## config.mk

```make
export PLATFORM = sky130hd
export DESIGN_NAME = dtq_cell
export DESIGN_NICKNAME = d
export VERILOG_FILES = /design/src/dtq_pkg.sv /design/src/dtq_cell.sv
export SDC_FILE = /design/constraint.sdc
export NUM_CORES = 1
export LEC_CHECK = 0
export BUFFER_PORTS_ARGS = -buffer_cell sky130_fd_sc_hd__buf_4
export CAP_MARGIN = 20
export CORE_MARGIN = 2
export CORE_UTILIZATION = 25
export CTS_BUF_LIST = sky130_fd_sc_hd__clkbuf_8
export DETAILED_ROUTE_END_ITERATION = 10
export GPL_ROUTABILITY_DRIVEN = 0
export GPL_TIMING_DRIVEN = 0
export PLACE_DENSITY = 0.55
export REMOVE_ABC_BUFFERS = 1
export SKIP_CTS_REPAIR_TIMING = 1
export SLEW_MARGIN = 20
export SYNTH_ARGS = -nofsm -noshare
export SYNTH_HDL_FRONTEND = slang
export SYNTH_SLANG_ARGS = --single-unit
```

## constraint.sdc

```tcl
create_clock -name clk -period 8 [get_ports clk]
set_input_delay 0.8 -clock clk [delete_from_list [all_inputs] [get_ports clk]]
set_output_delay 0.8 -clock clk [all_outputs]
set_load 0.02 [all_outputs]
```

## src/dtq_pkg.sv

```systemverilog
`timescale 1ns / 1ps
`default_nettype none
// ----------------------------------------------------------------------------
// dtq_pkg
// Shared constants and types for the deadline timer queue.
// ----------------------------------------------------------------------------
package dtq_pkg;

    localparam int DEPTH_DEF     = 32;
    localparam int TIME_BITS_DEF = 56;

    localparam logic [31:0] RES_RESET  = 32'd20000000;
    localparam logic [29:0] NS_PER_SEC = 30'd1000000000;

    // request operation codes
    localparam logic [1:0] OP_SCHED  = 2'd0;
    localparam logic [1:0] OP_CANCEL = 2'd1;
    localparam logic [1:0] OP_FIRE   = 2'd2;

    // result kinds
    localparam logic [1:0] KIND_SCHED  = 2'd0;
    localparam logic [1:0] KIND_CANCEL = 2'd1;
    localparam logic [1:0] KIND_DISP   = 2'd2;
    localparam logic [1:0] KIND_ALARM  = 2'd3;

    // result status
    localparam logic [1:0] ST_OK      = 2'd0;
    localparam logic [1:0] ST_FULL    = 2'd1;
    localparam logic [1:0] ST_NOTPEND = 2'd2;

    // register index
    localparam logic REG_RESOLUTION = 1'b0;

    // command broadcast to every cell of the chain
    typedef struct packed {
        logic ins;   // open a gap at the sort position and load the new entry
        logic del;   // close the gap at pos, pull from the right neighbor
    } cell_ctl_t;

endpackage

`default_nettype wire

```

## src/dtq_cell.sv

```systemverilog
`timescale 1ns / 1ps
`default_nettype none
// ----------------------------------------------------------------------------
// dtq_cell
// One queue position: holds one entry and trades it with its neighbors.
// ----------------------------------------------------------------------------
module dtq_cell
    import dtq_pkg::*;
#(
    parameter int TB  = TIME_BITS_DEF,
    parameter int SW  = 5,
    parameter int IDX = 0
)
(
    input  wire logic          clk,
    input  wire cell_ctl_t     ctl,
    input  wire logic [SW-1:0] pos,
    input  wire logic          live,
    input  wire logic [TB-1:0] new_time,
    input  wire logic [31:0]   new_tag,
    input  wire logic [SW-1:0] new_slot,
    input  wire logic          left_gt,
    input  wire logic [TB-1:0] left_time,
    input  wire logic [31:0]   left_tag,
    input  wire logic [SW-1:0] left_slot,
    input  wire logic [TB-1:0] right_time,
    input  wire logic [31:0]   right_tag,
    input  wire logic [SW-1:0] right_slot,
    output logic               gt,
    output logic [TB-1:0]      cur_time,
    output logic [31:0]        cur_tag,
    output logic [SW-1:0]      cur_slot
);

    logic [TB-1:0] time_reg, time_next;
    logic [31:0]   tag_reg, tag_next;
    logic [SW-1:0] slot_reg, slot_next;

    // empty positions count as later than anything
    assign gt = !live || (time_reg > new_time);

    always_comb
    begin
        time_next = time_reg;
        tag_next  = tag_reg;
        slot_next = slot_reg;
        if (ctl.ins && gt)
        begin
            if (!left_gt)
            begin
                time_next = new_time;
                tag_next  = new_tag;
                slot_next = new_slot;
            end
            else
            begin
                time_next = left_time;
                tag_next  = left_tag;
                slot_next = left_slot;
            end
        end
        else if (ctl.del && (SW'(IDX) >= pos))
        begin
            time_next = right_time;
            tag_next  = right_tag;
            slot_next = right_slot;
        end
    end

    always_ff @(posedge clk)
    begin
        time_reg <= time_next;
        tag_reg  <= tag_next;
        slot_reg <= slot_next;
    end

    assign cur_time = time_reg;
    assign cur_tag  = tag_reg;
    assign cur_slot = slot_reg;

endmodule

`default_nettype wire

```

==> results.toml <==
[grt]
grtUsageTotal_pct = 15.2
grt_use_met3_pct = 5.24
grt_pass1_vias = 5907
busiest_layer = "met2"
antenna_found_initial = 0
grt_pass1_wl_mm = 32.9
use_met2_pct = 27.0
grt_max_degree = 76
use_met1_pct = 17.4
grt_overflow = 0

[sta]
drv_slew = 0
post-route-min-period_ps = 4220
max_slew_margin_pct = 60.7
setup-violations-final = 0
worst_pin_slew_ps = 588
rsz0062_at_grt = "no"
fin_ws_ps = 3780
final_hold_viol_count = 0
skew_ps = 21.5
fmax_mhz = 237
fin_crit_sh_pct = 52.8

[setup_path]
cp-end-kind = "flop"
crit_path_start_kind = "input port"
critPathTopFamily = "buffers and inverters"
cp_max_fo = 44
worstSetupPathType = "input port to flop"
critPathBufInv = 7
cp_slowest_stage_delay_ps = 580
required_ps = 8060
cpMostUsedCell = "buf_6"
path_cells = "buf_4 -> inv_1 -> ha_1 -> nand4_1 -> nor3_2 -> and4b_1 -> o41a_2 -> nor2_2 -> o311ai_4 -> buf_6 -> buf_6 -> buf_6 -> a31o_4 -> buf_16 -> buf_16"
crit_slowest_cell = "o311ai_4"
cp_data_arrival_time_ps = 4280

[run_status]
status = "complete, no violations"

[cts]
cts_buffers = 9
clkTransAtPathRegs_ps = 120
tritoncts = "done"
cts_sinks = 93
cts_htree_levels = 3
cts_buffer_depth = 2
root_buffer = "clkbuf_8"
clk_latency_ps = 380

[floorplan]
rows = 59
die_w_um = 168
fp.coreArea_um2 = 26200
die-area_um2 = 28100
ios = 383
die_y_um = 168
start_util_pct = 25.6

[pwr]
finalPower_uw = 1610
ir_worst_vdd_uv = 91.8
pwr_density_cell_nw_per_um2 = 159
p_leak_uw = 0.00483

[synthesis]
synth_area_per_cell_um2 = 11.8
syn-cell-area_um2 = 6710
synth_cell_types = 41
synth.yosys.warnings = 0
syn_inst = 566
synth-seq-cells = 93
yosysSeqAreaShare_pct = 41.6

[route]
detail_route.wirelength_mm = 22.0
drc = 0
num_vias = 5686
drt_iter0_drc = 202
post_drt_wl_per_cell_um = 17.1
detail-route-antenna-nets = 0
vias_per_cell = 4.42
firstDrtPassIters = 4

[final_layout]
fin_cells = 1287
antenna_cells = 0
multi_input_area_um2 = 3490
ff_latch_area_um2 = 2790
syn_to_final_growth_pct = 51.8
drive_gt1_share_pct = 58.0
n_fill_cell = 2593
final_cell_area_um2 = 10200
final_nets = 1292

[placed_design]
port_buffers = 382
dp.cells = 1271
post-place-ws_ps = 3290
hpwl_mm = 18.0
postPlaceCellArea_um2 = 10000

[flow_run]
maxCapViolCount = 0

[worst_hold_path]
hold_path.class = "input port to flop"
[layout make-up]
type                       instances  area share, %
inverter                          57           2.10
timing repair buffer             396           30.3
multi-input combinational        390           34.3
clock buffer                       9           1.22
clock inverter                     7          0.541
tap                              335           4.12
sequential                        93           27.4
[layer usage]
layer	wire length [um]	part of all wire, %
met2	11100	50
met1	8730	40
met4	393	1.8
met3	1860	8.5
met5	0	0
[power breakdown]
part,leakage (uW),internal [uW],total [uW],switching [uW]
Combinational,0.00384,341,636,295
Clock,0.0000891,118,325,206
Sequential,0.000899,624,653,28.7
[metrics by stage]
step / hold WS, ps / util (%) / setup TNS (ps)
floorplan: 1020 / - / 0
global placement: 1100 / 37.3 / -169470
detailed placement: 1100 / 38.2 / 0
CTS: 673 / 38.8 / 0
global route: 674 / 38.8 / 0
finish: 705 / 38.8 / 0
[registers in the layout, summed over array words and instances (netlist names)]
| signal | count |
|---|---|
| cur_time | 56 |
| cur_slot | 5 |
| cur_tag | 32 |
[cell usage after synthesis, drive strengths merged]
cell	n	share of area, %
nand2	65	3.6
or3b	1	0.17
a2111oi	1	0.13
a31o	1	0.13
a211oi	2	0.22
o41a	1	0.19
nand3	2	0.15
nand4	11	1.1
a2bb2oi	1	0.13
mux2	131	25
nor4	2	0.28
o311ai	1	0.39
buf	12	2.5
o21ai	63	4.7
nor2b	1	0.093
and4	3	0.43
nand2b	2	0.19
o211a	1	0.15
o211ai	3	0.41
and4b	1	0.15
a21oi	22	1.6
a21o	8	0.90
clkbuf	14	0.78
o21a	1	0.11
nor2	5	0.32
edfxtp	93	42
inv	57	3.2
nor3	3	0.30
a22oi	1	0.11
ha	56	10
a21boi	1	0.11
[path summary, 6_finish.rpt]
check / cells past startpoint / start / slack (ps) / to
hold reg to reg: 6 / cur_time[40] / 1410 / cur_time[51]
hold / removal: 2 / right_tag[27] / 710 / cur_tag[27]
setup / recovery: 15 / new_time[39] / 3780 / cur_time[48]
setup reg to reg: 13 / cur_time[37] / 3860 / cur_time[48]
[placed cells by master (no fill, tap or decap), types with 2 or more instances in the layout]
| master | netlist | final |
|---|---|---|
| buf_4 | 3 | 381 |
| edfxtp_1 | 93 | 93 |
| mux2_2 | 72 | 72 |
| nand2_1 | 65 | 65 |
| o21ai_0 | 63 | 63 |
| mux2_4 | 59 | 59 |
| inv_1 | 57 | 57 |
| ha_1 | 56 | 56 |
| a21oi_1 | 22 | 22 |
| nand4_1 | 10 | 10 |
| buf_6 | 0 | 10 |
| clkbuf_8 | 0 | 9 |
| a21o_1 | 8 | 8 |
| inv_6 | 0 | 5 |
| nor2_1 | 4 | 4 |
| buf_16 | 0 | 3 |
| nor3_1 | 2 | 2 |
| nand3_1 | 2 | 2 |
| a211oi_1 | 2 | 2 |
| and4_1 | 2 | 2 |
| o211ai_1 | 2 | 2 |
| nand2b_1 | 2 | 2 |
| buf_8 | 1 | 2 |
[kinds of logic after synthesis]
kind of cell	share of synthesized area, %
DFF	41.6
and+or+nand+nor	6.83
muxes	25.3
AOI/OAI and AO/OA	9.33
adders and majority gates	10.4
buffers and inverters	6.44
Note: power is estimated with default switching activity, not from simulation.
